$ cat src/design/ycvr_pkg.sv
`default_nettype none
package ycvr_pkg;

    // event codes carried in cmd
    localparam logic [2:0] CMD_VEL      = 3'd0;
    localparam logic [2:0] CMD_ODOM     = 3'd1;
    localparam logic [2:0] CMD_PLAN     = 3'd2;
    localparam logic [2:0] CMD_FEEDBACK = 3'd3;
    localparam logic [2:0] CMD_SET_SPIN = 3'd4;
    localparam logic [2:0] CMD_YAW_RST  = 3'd5;
    localparam logic [2:0] CMD_TICK     = 3'd6;
    localparam logic [2:0] CMD_PUBLISH  = 3'd7;

    // configuration register indexes
    localparam logic [1:0] REG_TIMEOUT   = 2'd0;
    localparam logic [1:0] REG_GAIN      = 2'd1;
    localparam logic [1:0] REG_BAND      = 2'd2;
    localparam logic [1:0] REG_INIT_SPIN = 2'd3;

    localparam int CORDIC_STEPS = 16;
    localparam int STEP_BITS    = 4;
    localparam int TURN_BITS    = 16;
    localparam logic [15:0] TMAX = 16'hFFFF;
    localparam logic signed [24:0] CORDIC_K = 25'sd10188014;

    // arctangent table, 32-bit binary angle
    function automatic logic [31:0] atan_lut(input logic [STEP_BITS-1:0] i);
        logic [31:0] r;
        case (i)
            4'd0:  r = 32'd536870912;
            4'd1:  r = 32'd316933406;
            4'd2:  r = 32'd167458907;
            4'd3:  r = 32'd85004756;
            4'd4:  r = 32'd42667331;
            4'd5:  r = 32'd21354465;
            4'd6:  r = 32'd10679838;
            4'd7:  r = 32'd5340245;
            4'd8:  r = 32'd2670163;
            4'd9:  r = 32'd1335087;
            4'd10: r = 32'd667544;
            4'd11: r = 32'd333772;
            4'd12: r = 32'd166886;
            4'd13: r = 32'd83443;
            4'd14: r = 32'd41722;
            default: r = 32'd20861;
        endcase
        return r;
    endfunction

    // controller commands to the datapath
    typedef struct packed {
        logic load;       // capture the accepted item and decode
        logic rot_start;  // begin a rotation of the stored command
        logic rot_step;   // one CORDIC iteration
        logic scale;      // gain multiply of x
        logic scale_y;    // gain multiply of y
        logic hold;       // round, saturate and hold
        logic emit;       // build the result
    } ycvr_ctl_t;

    // datapath status to the controller
    typedef struct packed {
        logic need_rot;   // the item needs a rotation
        logic has_out;    // the item gives a result
        logic last_step;  // CORDIC on its final iteration
    } ycvr_sts_t;

endpackage
`default_nettype wire

$ cat src/design/ycvr_ctrl.sv
`default_nettype none
module ycvr_ctrl (
    input  wire logic               aclk,
    input  wire logic               aresetn,
    input  wire logic               in_fire,
    input  wire logic               out_fire,
    input  wire ycvr_pkg::ycvr_sts_t sts,
    output ycvr_pkg::ycvr_ctl_t     ctl,
    output logic                    in_ready,
    output logic                    out_valid
);
    import ycvr_pkg::*;

    typedef enum logic [6:0] {
        ST_IDLE   = 7'b0000001,
        ST_DECODE = 7'b0000010,
        ST_ROT    = 7'b0000100,
        ST_SCALE  = 7'b0001000,
        ST_SCALEY = 7'b0010000,
        ST_HOLD   = 7'b0100000,
        ST_OUT    = 7'b1000000
    } state_t;

    state_t state_reg, state_next;
    logic   out_valid_reg, out_valid_next;

    // sequencer
    always_comb begin
        state_next     = state_reg;
        out_valid_next = out_valid_reg;
        ctl            = '0;
        if (out_fire) begin
            out_valid_next = 1'b0;
        end
        case (state_reg)
            ST_IDLE: begin
                if (in_fire) begin
                    ctl.load   = 1'b1;
                    state_next = ST_DECODE;
                end
            end
            ST_DECODE: begin
                if (sts.need_rot) begin
                    ctl.rot_start = 1'b1;
                    state_next    = ST_ROT;
                end else begin
                    state_next = ST_OUT;
                end
            end
            ST_ROT: begin
                ctl.rot_step = 1'b1;
                if (sts.last_step) begin
                    state_next = ST_SCALE;
                end
            end
            ST_SCALE: begin
                ctl.scale  = 1'b1;
                state_next = ST_SCALEY;
            end
            ST_SCALEY: begin
                ctl.scale_y = 1'b1;
                state_next  = ST_HOLD;
            end
            ST_HOLD: begin
                ctl.hold   = 1'b1;
                state_next = ST_OUT;
            end
            ST_OUT: begin
                // wait until the output register is free
                if (!out_valid_reg || out_fire) begin
                    ctl.emit   = 1'b1;
                    state_next = ST_IDLE;
                    if (sts.has_out) begin
                        out_valid_next = 1'b1;
                    end
                end
            end
            default: begin
                state_next = ST_IDLE;
            end
        endcase
    end

    always_ff @(posedge aclk) begin
        if (!aresetn) begin
            state_reg     <= ST_IDLE;
            out_valid_reg <= 1'b0;
        end else begin
            state_reg     <= state_next;
            out_valid_reg <= out_valid_next;
        end
    end

    assign in_ready  = (state_reg == ST_IDLE);
    assign out_valid = out_valid_reg;

    a_load_only_idle: assert property (@(posedge aclk) disable iff (!aresetn)
        ctl.load |-> state_reg == ST_IDLE)
        else $error("load outside idle");
    a_emit_then_idle: assert property (@(posedge aclk) disable iff (!aresetn)
        ctl.emit |=> state_reg == ST_IDLE)
        else $error("emit did not return to idle");
    a_rot_ends: assert property (@(posedge aclk) disable iff (!aresetn)
        (state_reg == ST_ROT && sts.last_step) |=> state_reg == ST_SCALE)
        else $error("rotation did not finish");
endmodule
`default_nettype wire

$ cat src/design/ycvr_datapath.sv
`default_nettype none
module ycvr_datapath #(
    parameter int ANGLE_BITS = 16,
    parameter int VEL_BITS   = 16
) (
    input  wire logic                         aclk,
    input  wire logic                         aresetn,
    input  wire ycvr_pkg::ycvr_ctl_t          ctl,
    output ycvr_pkg::ycvr_sts_t               sts,
    input  wire logic [2:0]                   in_cmd,
    input  wire logic signed [VEL_BITS-1:0]   in_vx,
    input  wire logic signed [VEL_BITS-1:0]   in_vy,
    input  wire logic signed [15:0]           in_turn,
    input  wire logic [ANGLE_BITS-1:0]        in_angle,
    input  wire logic                         in_synced,
    input  wire logic                         cfg_we,
    input  wire logic [1:0]                   cfg_idx,
    input  wire logic [15:0]                  cfg_data,
    output logic                              o_is_vel,
    output logic signed [VEL_BITS-1:0]        o_vx,
    output logic signed [VEL_BITS-1:0]        o_vy,
    output logic signed [15:0]                o_turn,
    output logic [ANGLE_BITS-1:0]             o_vyaw,
    output logic [ANGLE_BITS-1:0]             o_fyaw,
    output logic                              o_cal
);
    import ycvr_pkg::*;

    localparam int CW = VEL_BITS + 6 + 3;   // CORDIC word with guard and growth
    localparam int PW = CW + 25;            // product width
    localparam int AP = 32 - ANGLE_BITS;

    typedef logic [ANGLE_BITS-1:0] ang_t;

    // configuration
    logic [15:0] timeout_reg, gain_reg, init_spin_reg;
    logic [7:0]  band_reg;
    always_ff @(posedge aclk) begin
        if (!aresetn) begin
            timeout_reg   <= 16'd250;
            gain_reg      <= 16'd1043;
            band_reg      <= 8'd0;
            init_spin_reg <= 16'd0;
        end else if (cfg_we) begin
            case (cfg_idx)
                REG_TIMEOUT:   timeout_reg   <= cfg_data;
                REG_GAIN:      gain_reg      <= cfg_data;
                REG_BAND:      band_reg      <= cfg_data[7:0];
                REG_INIT_SPIN: init_spin_reg <= cfg_data;
                default: ;
            endcase
        end
    end

    // state
    ang_t base_reg, fb_reg, comp_reg, vyaw_reg;
    logic f_base_reg, f_fb_reg, f_cal_reg, f_cmd_reg;
    logic signed [VEL_BITS-1:0] cvx_reg, cvy_reg, hvx_reg, hvy_reg;
    logic signed [15:0] cturn_reg, spin_reg, hturn_reg;
    logic ever_reg;
    logic [15:0] su_reg, sa_reg;
    // item latch
    logic need_rot_reg, has_out_reg, is_vel_reg;
    // CORDIC
    logic signed [CW-1:0] x_reg, y_reg;
    logic signed [32:0]   z_reg;
    logic [STEP_BITS-1:0] step_reg;
    logic signed [PW-1:0] px_reg;
    logic signed [PW-1:0] py_reg;
    // result register
    logic                       ro_vel_reg, ro_cal_reg;
    logic signed [VEL_BITS-1:0] ro_vx_reg, ro_vy_reg;
    logic signed [15:0]         ro_turn_reg;
    ang_t                       ro_vyaw_reg, ro_fyaw_reg;

    // helpers
    function automatic logic in_band(input logic signed [VEL_BITS-1:0] v,
                                     input logic [7:0] b);
        logic signed [VEL_BITS:0] m;
        m = v[VEL_BITS-1] ? -{v[VEL_BITS-1], v} : {v[VEL_BITS-1], v};
        return m <= $signed({{(VEL_BITS-7){1'b0}}, b});
    endfunction

    function automatic logic [VEL_BITS-1:0] sat_v(input logic signed [PW-1:0] p);
        logic signed [PW-1:0] s;
        logic signed [PW-1:0] hi, lo;
        s  = (p + (PW'(1) <<< 29)) >>> 30;
        hi = PW'((64'sd1 <<< (VEL_BITS-1)) - 1);
        lo = -hi - PW'(1);
        if (s > hi)      return hi[VEL_BITS-1:0];
        else if (s < lo) return lo[VEL_BITS-1:0];
        return s[VEL_BITS-1:0];
    endfunction

    function automatic logic [15:0] sat16(input logic signed [16:0] v);
        if (v > 17'sd32767)       return 16'h7FFF;
        else if (v < -17'sd32768) return 16'h8000;
        return v[15:0];
    endfunction

    logic        idle;
    logic        tr_band;
    ang_t        cal_base;
    logic [32:0] gprod;
    ang_t        dstep;
    logic [31:0] ang32, theta_ang;
    logic        flip;
    logic [31:0] aflip;
    logic signed [CW-1:0] sx_step, sy_step;
    logic signed [CW-1:0] vx_ext, vy_ext;
    logic signed [31:0] tr_ext;

    assign idle     = sa_reg > timeout_reg;
    assign cal_base = base_reg + comp_reg;
    assign tr_ext   = 32'(in_turn);
    assign tr_band  = (in_turn[15] ? -tr_ext : tr_ext) <= $signed({24'd0, band_reg});
    assign gprod    = 33'($signed({cturn_reg[15], cturn_reg}) * $signed({1'b0, gain_reg})
                          + 33'sd32768);
    assign dstep    = ANGLE_BITS'($signed(gprod) >>> 16);
    assign theta_ang = {vyaw_reg - cal_base, {AP{1'b0}}};
    assign ang32    = theta_ang;
    assign flip     = (ang32 + 32'h4000_0000) >= 32'h8000_0000;
    assign aflip    = flip ? ang32 + 32'h8000_0000 : ang32;
    assign vx_ext   = CW'(cvx_reg) <<< 6;
    assign vy_ext   = CW'(cvy_reg) <<< 6;
    assign sx_step  = x_reg >>> step_reg;
    assign sy_step  = y_reg >>> step_reg;

    assign sts.need_rot  = need_rot_reg;
    assign sts.has_out   = has_out_reg;
    assign sts.last_step = (step_reg == STEP_BITS'(CORDIC_STEPS - 1));

    always_ff @(posedge aclk) begin
        if (!aresetn) begin
            base_reg <= '0; fb_reg <= '0; comp_reg <= '0; vyaw_reg <= '0;
            f_base_reg <= 1'b0; f_fb_reg <= 1'b0; f_cal_reg <= 1'b0; f_cmd_reg <= 1'b0;
            cvx_reg <= '0; cvy_reg <= '0; cturn_reg <= '0;
            spin_reg <= init_spin_reg;
            hvx_reg <= '0; hvy_reg <= '0; hturn_reg <= '0;
            ever_reg <= 1'b0; su_reg <= TMAX; sa_reg <= TMAX;
            need_rot_reg <= 1'b0; has_out_reg <= 1'b0; is_vel_reg <= 1'b0;
        end else begin
            if (ctl.load) begin
                need_rot_reg <= 1'b0;
                has_out_reg  <= 1'b0;
                is_vel_reg   <= 1'b0;
                case (in_cmd)
                    CMD_VEL: begin
                        cvx_reg <= in_vx; cvy_reg <= in_vy; cturn_reg <= in_turn;
                        f_cmd_reg <= 1'b1;
                        need_rot_reg <= (in_band(in_vx, band_reg) &&
                            in_band(in_vy, band_reg) && tr_band) || idle;
                    end
                    CMD_ODOM: begin
                        if (idle || (in_synced && f_cmd_reg)) begin
                            base_reg   <= in_angle;
                            f_base_reg <= 1'b1;
                            if (!f_cal_reg && f_fb_reg) begin
                                comp_reg  <= fb_reg - in_angle;
                                vyaw_reg  <= fb_reg;
                                f_cal_reg <= 1'b1;
                            end
                        end
                        need_rot_reg <= in_synced && f_cmd_reg;
                    end
                    CMD_PLAN: sa_reg <= '0;
                    CMD_FEEDBACK: begin
                        fb_reg   <= in_angle;
                        f_fb_reg <= 1'b1;
                        if (!f_cal_reg && f_base_reg) begin
                            comp_reg  <= in_angle - base_reg;
                            vyaw_reg  <= in_angle;
                            f_cal_reg <= 1'b1;
                        end
                    end
                    CMD_SET_SPIN: spin_reg <= in_turn;
                    CMD_YAW_RST:  vyaw_reg <= cal_base;
                    CMD_TICK: begin
                        if (su_reg != TMAX) su_reg <= su_reg + 16'd1;
                        if (sa_reg != TMAX) sa_reg <= sa_reg + 16'd1;
                        vyaw_reg    <= vyaw_reg + dstep;
                        has_out_reg <= 1'b1;
                    end
                    default: begin
                        has_out_reg <= 1'b1;
                        is_vel_reg  <= 1'b1;
                        if (ever_reg && su_reg > timeout_reg) begin
                            hvx_reg <= '0;
                            hvy_reg <= '0;
                        end
                    end
                endcase
            end
            if (ctl.hold) begin
                hvx_reg   <= sat_v(px_reg);
                hvy_reg   <= sat_v(py_reg);
                hturn_reg <= sat16(17'(cturn_reg) + 17'(spin_reg));
                ever_reg  <= 1'b1;
                su_reg    <= '0;
            end
        end
    end

    // CORDIC rotation and gain scaling (separate multiplies for x and y)
    always_ff @(posedge aclk) begin
        if (ctl.rot_start) begin
            x_reg    <= flip ? -vx_ext : vx_ext;
            y_reg    <= flip ? -vy_ext : vy_ext;
            z_reg    <= 33'($signed(aflip));
            step_reg <= '0;
        end else if (ctl.rot_step) begin
            if (!z_reg[32]) begin
                x_reg <= x_reg - sy_step;
                y_reg <= y_reg + sx_step;
                z_reg <= z_reg - $signed({1'b0, atan_lut(step_reg)});
            end else begin
                x_reg <= x_reg + sy_step;
                y_reg <= y_reg - sx_step;
                z_reg <= z_reg + $signed({1'b0, atan_lut(step_reg)});
            end
            step_reg <= step_reg + STEP_BITS'(1);
        end
        if (ctl.scale)   px_reg <= PW'(x_reg) * PW'(CORDIC_K);
        if (ctl.scale_y) py_reg <= PW'(y_reg) * PW'(CORDIC_K);
    end

    // result register
    always_ff @(posedge aclk) begin
        if (ctl.emit) begin
            ro_vel_reg  <= is_vel_reg;
            ro_cal_reg  <= f_cal_reg;
            ro_vyaw_reg <= vyaw_reg;
            ro_fyaw_reg <= vyaw_reg - cal_base;
            if (is_vel_reg && ever_reg) begin
                ro_vx_reg   <= hvx_reg;
                ro_vy_reg   <= hvy_reg;
                ro_turn_reg <= hturn_reg;
            end else begin
                ro_vx_reg   <= '0;
                ro_vy_reg   <= '0;
                ro_turn_reg <= '0;
            end
        end
    end

    assign o_is_vel = ro_vel_reg;
    assign o_vx     = ro_vx_reg;
    assign o_vy     = ro_vy_reg;
    assign o_turn   = ro_turn_reg;
    assign o_vyaw   = ro_vyaw_reg;
    assign o_fyaw   = ro_fyaw_reg;
    assign o_cal    = ro_cal_reg;

    a_cal_sticky: assert property (@(posedge aclk) disable iff (!aresetn)
        f_cal_reg |=> f_cal_reg)
        else $error("calibration flag cleared");
    a_cal_needs_both: assert property (@(posedge aclk) disable iff (!aresetn)
        f_cal_reg |-> (f_base_reg && f_fb_reg))
        else $error("calibrated without base and feedback");
    a_hold_clears_timer: assert property (@(posedge aclk) disable iff (!aresetn)
        ctl.hold |=> (su_reg == 16'd0 && ever_reg))
        else $error("hold did not restart timer");
endmodule
`default_nettype wire

$ cat src/design/yaw_compensated_velocity_rotator_top.sv
// Yaw compensated velocity rotator.
// Input stream s_axis: one event per transfer, selected by s_axis_tuser (cmd).
// Result stream m_axis: one transfer for a tick or publish event, none else.
// Configuration: cfg_we/cfg_idx/cfg_data write timeout, gain, zero band and
// initial spin speed; write only while the block is idle.
// Sequence: events without a rotation pass through decode and output before the
// next s_axis_tready; events that rotate a velocity pass through decode, the
// 16 iterations of the CORDIC unit, two gain multiplies, a hold and output.
// One event is worked on at a time.
// Results sit in an output register; the next event is taken while a result
// waits, but it holds in its output state until m_axis_tready takes the first.
// Reset (aresetn low, synchronous) clears all yaw state, flags and timers to
// their power-on values and loads the spin speed from the init register.
`default_nettype none
module yaw_compensated_velocity_rotator_top #(
    parameter int ANGLE_BITS = 16,
    parameter int VEL_BITS   = 16
) (
    input  wire logic                   aclk,
    input  wire logic                   aresetn,
    input  wire logic                   s_axis_tvalid,
    output logic                        s_axis_tready,
    // tdata: vel_x, vel_y, turn_rate, angle_in, synced (lowest first), zero fill
    input  wire logic [(2*VEL_BITS+16+ANGLE_BITS+1+7)/8*8-1:0] s_axis_tdata,
    // tuser: cmd
    input  wire logic [2:0]             s_axis_tuser,
    output logic                        m_axis_tvalid,
    input  wire logic                   m_axis_tready,
    // tdata: out_vx, out_vy, out_turn, virtual_yaw, frame_yaw, calibrated
    output logic [(2*VEL_BITS+16+2*ANGLE_BITS+1+7)/8*8-1:0] m_axis_tdata,
    // tuser: is_velocity
    output logic                        m_axis_tuser,
    input  wire logic                   cfg_we,
    input  wire logic [1:0]             cfg_idx,
    input  wire logic [15:0]            cfg_data
);
    import ycvr_pkg::*;

    localparam int IW = 2*VEL_BITS + 16 + ANGLE_BITS + 1;
    localparam int OW = 2*VEL_BITS + 16 + 2*ANGLE_BITS + 1;
    localparam int IB = (IW + 7) / 8 * 8;
    localparam int OB = (OW + 7) / 8 * 8;

    ycvr_ctl_t ctl;
    ycvr_sts_t sts;
    logic in_fire, out_fire;
    logic o_is_vel, o_cal;
    logic signed [VEL_BITS-1:0] o_vx, o_vy;
    logic signed [15:0] o_turn;
    logic [ANGLE_BITS-1:0] o_vyaw, o_fyaw;

    assign in_fire  = s_axis_tvalid && s_axis_tready;
    assign out_fire = m_axis_tvalid && m_axis_tready;

    ycvr_ctrl u_ctrl (
        .aclk      (aclk),
        .aresetn   (aresetn),
        .in_fire   (in_fire),
        .out_fire  (out_fire),
        .sts       (sts),
        .ctl       (ctl),
        .in_ready  (s_axis_tready),
        .out_valid (m_axis_tvalid)
    );

    ycvr_datapath #(.ANGLE_BITS(ANGLE_BITS), .VEL_BITS(VEL_BITS)) u_dp (
        .aclk      (aclk),
        .aresetn   (aresetn),
        .ctl       (ctl),
        .sts       (sts),
        .in_cmd    (s_axis_tuser),
        .in_vx     (s_axis_tdata[VEL_BITS-1:0]),
        .in_vy     (s_axis_tdata[2*VEL_BITS-1:VEL_BITS]),
        .in_turn   (s_axis_tdata[2*VEL_BITS+15:2*VEL_BITS]),
        .in_angle  (s_axis_tdata[2*VEL_BITS+16+ANGLE_BITS-1:2*VEL_BITS+16]),
        .in_synced (s_axis_tdata[IW-1]),
        .cfg_we    (cfg_we),
        .cfg_idx   (cfg_idx),
        .cfg_data  (cfg_data),
        .o_is_vel  (o_is_vel),
        .o_vx      (o_vx),
        .o_vy      (o_vy),
        .o_turn    (o_turn),
        .o_vyaw    (o_vyaw),
        .o_fyaw    (o_fyaw),
        .o_cal     (o_cal)
    );

    assign m_axis_tuser = o_is_vel;
    assign m_axis_tdata = OB'({o_cal, o_fyaw, o_vyaw, o_turn, o_vy, o_vx});

    logic unused_pad;
    assign unused_pad = ^s_axis_tdata[IB-1:IW];

endmodule
`default_nettype wire
$ cat config.mk
export PLATFORM = sky130hd
export DESIGN_NAME = yaw_compensated_velocity_rotator_top
export DESIGN_NICKNAME = d
export VERILOG_FILES = /design/src/design/ycvr_pkg.sv /design/src/design/ycvr_ctrl.sv /design/src/design/ycvr_datapath.sv /design/src/design/yaw_compensated_velocity_rotator_top.sv
export SDC_FILE = /design/constraint.sdc
export NUM_CORES = 2
export LEC_CHECK = 0
export BUFFER_PORTS_ARGS = -buffer_cell sky130_fd_sc_hd__buf_4
export CAP_MARGIN = 20
export CORE_AREA = 2 2 339 341
export DETAILED_ROUTE_END_ITERATION = 10
export DIE_AREA = 0 0 341 343
export HOLD_SLACK_MARGIN = 0.05
export PLACE_DENSITY = 0.87
export SLEW_MARGIN = 15
export SYNTH_ARGS = -nofsm -noshare
export SYNTH_HDL_FRONTEND = slang
export SYNTH_SLANG_ARGS = --single-unit
$ cat constraint.sdc
create_clock -name aclk -period 13 [get_ports aclk]
set_input_delay 2.6 -clock aclk [delete_from_list [all_inputs] [get_ports aclk]]
set_output_delay 2.6 -clock aclk [all_outputs]
set_load 0.01 [all_outputs]
## Word-level counts from Yosys, hierarchy flattened

Memories as Yosys holds them, arrays and structs flattened. A register that Yosys moved wholly into a read port is not among the register bits.
Cells that the tools add are included.

- $add $sub $neg: 25
- $mul: 3
- Equal/unequal tests: 29
- Muxes and demuxes: 94
- Shifts and indexed selects: 2
- Magnitude comparators: 12
- Reductions and logical operators: 40

Operator list:

| kind | number |
|---|---|
| two-way mux 16 bit | 28 |
| two-way mux 32 bit | 8 |
| two-way mux 25 bit | 8 |
| adder 50 x 31 -> 50 bit, second input constant | 2 |
| two-way mux 33 bit | 3 |
| multiplier 25 x 24 -> 49 bit, second input constant | 2 |
| one-hot mux 16 bit (2 select lines) | 2 |
| one-hot mux 16 bit (4 select lines) | 1 |
| adder 25 bit | 2 |
| negation 22 -> 25 bit | 2 |
| >>> shifter 25 x 4 -> 25 bit | 2 |
| subtractor 25 bit | 2 |
| one-hot mux 7 bit (7 select lines) | 1 |
| subtractor 16 bit | 3 |
| greater-than comparator 20 x 16 -> 1 bit, second input constant | 2 |
| less-than comparator 20 x 16 -> 1 bit, second input constant | 2 |
| <= comparator 17 x 9 -> 1 bit | 2 |
| two-way mux 17 bit | 2 |
| negation 17 bit | 2 |
| adder 33 bit | 1 |
| subtractor 33 bit | 1 |
| adder 16 x 1 -> 16 bit, second input constant | 2 |
| adder 16 bit | 2 |
| adder 32 x 17 -> 32 bit, second input constant | 1 |
| other kinds (43) | 122 |

- Logic and storage cells: 247
- Register bits: 547
- ROM bits: 960
- Memories: 2
- Output and inout bits: 91

Memory list:

| name | words | width | rd ports | clocked after memory_dff | write ports | RTL line | text |
|---|---|---|---|---|---|---|---|
| (no name shown) | 16 | 30 | 1 | 1 | 0 | ycvr_pkg.sv:29 | `case (i)` |
| (no name shown) | 16 | 30 | 1 | 1 | 0 | ycvr_pkg.sv:29 |  |

## Longest topological paths before layout

- Word-level depth: 8
- Depth in mapped cells: 34
- Mapped depth without buffers: 33

## Cells and area by module

A second synthesis with hierarchy kept.

- Cell total of the unflattened synthesis: 7204
- Area total of the unflattened synthesis: 67373.4 sq um

Modules (own cells, without submodules):

| module | cells an instance | area each (sq um) | instances | seq. area each (sq um) |
|---|---|---|---|---|
| ycvr_datapath | 7130 | 66750.3 | 1 | 12502.0 |
| ycvr_ctrl | 63 | 546.8 | 1 | 160.2 |
| yaw_compensated_velocity_rotator_top | 11 | 76.3 | 1 | 0.0 |

## Least setup slack after synthesis

OpenSTA, ideal clock, no wires.

- Path kind: register to register
- Start: reg u_dp.cturn_reg[3]
- End: reg u_dp.vyaw_reg[15]
- Slack: 5184 ps
- Period minus slack after synthesis: 7816 ps
- Data required time: 12866 ps
- Library setup time: 134 ps
- Arrival time: 7682 ps
- Stages on the path, launching flop included: 32
- Cells stage by stage: dfxtp_1 > clkbuf_1 > nand2_1 > fa_1 > fa_1 > fa_1 > fa_1 > inv_1 > fa_1 > inv_1 > fa_1 > inv_1 > ha_1 > a211o_1 > a2111o_1 > a41oi_1 > o31a_1 > a211oi_1 > o31a_1 > o21a_1 > o21a_1 > nor2_1 > xnor2_1 > ha_1 > nand3_1 > nand3b_1 > nand4b_1 > a31oi_1 > o21ai_0 > xnor3_1 > a22oi_1 > a211oi_1

- Longest elaborated chain between the ends: 4

Ends and longest elaborated chain:

| element | RTL line | text |
|---|---|---|
| from (decl) | ycvr_datapath.sv:59 | `logic signed [15:0] cturn_reg, spin_reg, hturn_reg;` |
| from (signal assigned) | ycvr_datapath.sv:149 | `cvx_reg <= in_vx; cvy_reg <= in_vy; cturn_reg <= in_turn;` |
| multiplier 16 x 17 -> 32 bit | ycvr_datapath.sv:117 | `assign gprod = 33'($signed({cturn_reg[15], cturn_reg}) * $signed({1'b0, gain_reg})` |
| adder 32 x 17 -> 32 bit | ycvr_datapath.sv:118 | `+ 33'sd32768);` |
| adder 16 bit | ycvr_datapath.sv:181 | `vyaw_reg <= vyaw_reg + dstep;` |
| one-hot mux 16 bit (4 select lines) | ycvr_datapath.sv:147 | `case (in_cmd)` |
| to (signal assigned) | ycvr_datapath.sv:160 | `vyaw_reg <= fb_reg;` |
| to (signal assigned) | ycvr_datapath.sv:177 | `CMD_YAW_RST: vyaw_reg <= cal_base;` |
| to (signal assigned) | ycvr_datapath.sv:181 |  |
| to (decl) | ycvr_datapath.sv:56 | `ang_t base_reg, fb_reg, comp_reg, vyaw_reg;` |

Every way passes these cells.
A chain may end at the register's enable or synchronous reset.

## Worst setup path after layout

Same ends and word-level chain as after synthesis.

==> impl_metrics.ini <==
[setup_path]
path_class = reg -> reg
slowest_stage = dfxtp_1
worstSetupStartpointType = flop
crit_required_ns = 13.59
cp_max_fo = 18
critPathCaptureType = flop
arrival_ns = 9.84
critPathMostFrequentCell = fa_1
critical_path_buf_inv_count = 3
critPathTopFamily = adder cells
slowest_delay_ns = 0.85

[yosys]
yosys.area.top_type = fa_1
synthDistinctLibCells = 94
synthMostInstantiatedCell = inv_1
postSynthCellCount = 7270
synth_edf_count = 223
synthTopCellsByArea = fa_1 25%, ha_1 16%, edfxtp_1 9.9%
seq_area_frac_synth_pct = 18.7
synth_top_area_share_pct = 25.1
synth_common_cells = 1,247 x inv_1, 848 x fa_1, 840 x ha_1
postSynthAreaPerCell_sq_um = 9.31
synth-main-ff-cell = dfxtp_1
ys_async_sr_fraction_pct = 0
syn_area_sq_um = 67700
ys_ff_latch = 521
ys.warnings.count = 0

[final_layout]
largest_reg_flops = 33
nFillCells = 8713
drive_gt1_share_pct = 7.15
multiInputGateArea_sq_um = 49500
seq_area_sq_um = 12700
areaGrowthSynthToFinish_pct = 7.23
nets = 9136

[routing]
dr.pass1.iters = 7
wl_met2_microns = 87200
drtAntennaViolNets = 0
drtIter0Drc = 5264
routed_wl_microns = 189000
vias = 54200
drcViolationCount = 0
routed.top_layer = met5
vias_per_cell = 6.07
wl_met1_microns = 73000
wl_met3_microns = 20500
wire_per_inst_microns = 21.2

[clocking]
htree_levels = 2
cts_tree = yes
holdBufCountCts = 0
cts_buffers = 58
ctsResizeCount = 0
cts.sinks = 521
cts_post_setup_buffers_inserted = 0
root_buffer = clkbuf_16
cts_buffer_depth = 3
clkTransAtPathRegs_ns = 0.07
clk_latency_ns = 0.70

[hold_path]
hold_class = reg -> reg

[outcome]
status = finished clean

[floorplan]
row_count = 124
initial_core_util_pct = 59.7
dieWidth_microns = 341
ios = 189
fp.coreArea_sq_um = 113000
die_h_microns = 343
dieArea_sq_um = 117000

[global_routing]
grt_pass1_vias = 55700
antenna_found_initial = 7
grt_max_degree = 83
grt_pass1_wl_microns = 303000
grtUsageTotal_pct = 32.7
overflow = 0

[job]
drv_cap = 0

[sta]
timing.setup.tns_ns = 0
drv_slew = 0
hold_viol = 0
rsz0062_at_grt = false
min_period_ns = 9.25
slew_headroom_pct = 23.7
tightestPinTransition_ns = 1.14
fin_skew_ns = 0.0429
period_share_pct = 71.1
setup_viol = 0
timing.fmax_ghz = 0.108

[place]
dp_hpwl_microns = 149000
gp_congestion = 0.982
numPortBuffers = 174
==> worst reg2reg max path, delay by kind of cell, from the launching register on <==
| family | cells | cell delay [ns] |
|---|---|---|
| adder cells (fa/ha/maj) | 8 | 3.76 |
| AO/OA/AOI/OAI | 10 | 2.42 |
| AND/OR/NAND/NOR | 8 | 1.36 |
| flip-flops | 1 | 0.85 |
| XOR/XNOR | 2 | 0.63 |
| buffers and inverters | 3 | 0.16 |
==> final cells by class <==
type	instances	share of cell area, %
antenna	4	0.0138
clock buffer	65	2.16
clock inverter	44	0.576
inverter	1251	6.47
multi-input combinational	5277	68.2
sequential	521	17.5
tap	1512	2.61
timing repair buffer	241	2.52
==> final timing paths <==
kind                                  startpoint                             end  slack [ns]  cells after the start
setup / recovery  u_dp.cturn_reg[3]$_SDFFE_PN0P_  u_dp.vyaw_reg[15]$_SDFFE_PN0P_        3.75                     31
hold / removal      u_dp.f_base_reg$_SDFFE_PN0P_    u_dp.f_base_reg$_SDFFE_PN0P_        0.45                      2
setup reg to reg  u_dp.cturn_reg[3]$_SDFFE_PN0P_  u_dp.vyaw_reg[15]$_SDFFE_PN0P_        3.75                     31
hold reg to reg     u_dp.f_base_reg$_SDFFE_PN0P_    u_dp.f_base_reg$_SDFFE_PN0P_        0.45                      2
==> layout by cell type, fill, tap and decap left out, types with 33 or more instances in the layout <==
| cell | Yosys | layout |
|---|---|---|
| nand4_1 | 49 | 49 |
| a211oi_1 | 41 | 41 |
| nor2_1 | 342 | 340 |
| and2_1 | 149 | 147 |
| buf_4 | 11 | 238 |
| nand2_1 | 714 | 714 |
| nand3_1 | 120 | 120 |
| edfxtp_1 | 223 | 223 |
| nor3_1 | 93 | 92 |
| o21ai_0 | 250 | 250 |
| a21o_1 | 96 | 96 |
| clkbuf_16 | 0 | 61 |
| dfxtp_1 | 298 | 292 |
| mux4_2 | 54 | 54 |
| o21a_1 | 46 | 46 |
| o211ai_1 | 43 | 43 |
| or2_2 | 42 | 42 |
| fa_1 | 848 | 848 |
| and3_1 | 113 | 112 |
| a21oi_1 | 392 | 391 |
| nor2b_1 | 50 | 50 |
| ha_1 | 840 | 840 |
| xnor2_1 | 202 | 202 |
| inv_1 | 1247 | 1247 |
| mux2i_1 | 69 | 69 |
| nand2b_1 | 50 | 49 |
| a31oi_1 | 63 | 62 |
| xor2_1 | 146 | 146 |
| a22o_1 | 33 | 33 |
| or3_1 | 43 | 43 |
==> metal layers <==
layer / track usage, % / vias up
met5: 0 / -
met1: 42.7 / 26500
li1: - / 24300
met4: 13.3 / 10
met3: 7.40 / 555
met2: 52.9 / 2808
==> per-stage QoR <==
stage / hold slack (ns) / instances / worst slack, ns / cell area [sq um] / util [%]
after floorplan: 0.425 / 7276 / 5.18 / 67700 / -
after global placement: 0.433 / 8799 / 4.23 / 70500 / 62.2
after detailed placement: 0.438 / 8800 / 3.98 / 70600 / 62.2
after CTS: 0.448 / 8909 / 3.95 / 72500 / 64.0
after global routing: 0.484 / 8913 / 3.46 / 72600 / 64.0
final: 0.448 / 8915 / 3.75 / 72600 / 64.0
==> kinds of logic after synthesis <==
group	count (synthesis)	share of synthesized area, %
compound gates	1216	11.3
mux	153	3.32
fa+ha+maj	1690	40.6
xor+xnor	351	4.59
simple gates	1860	13.1
flops	521	18.7
buf+inv	1478	8.31
other cells	1	0.00554
Power is not shown: default switching activity piles up to over one toggle a cycle in this logic, so the estimate is an artifact.
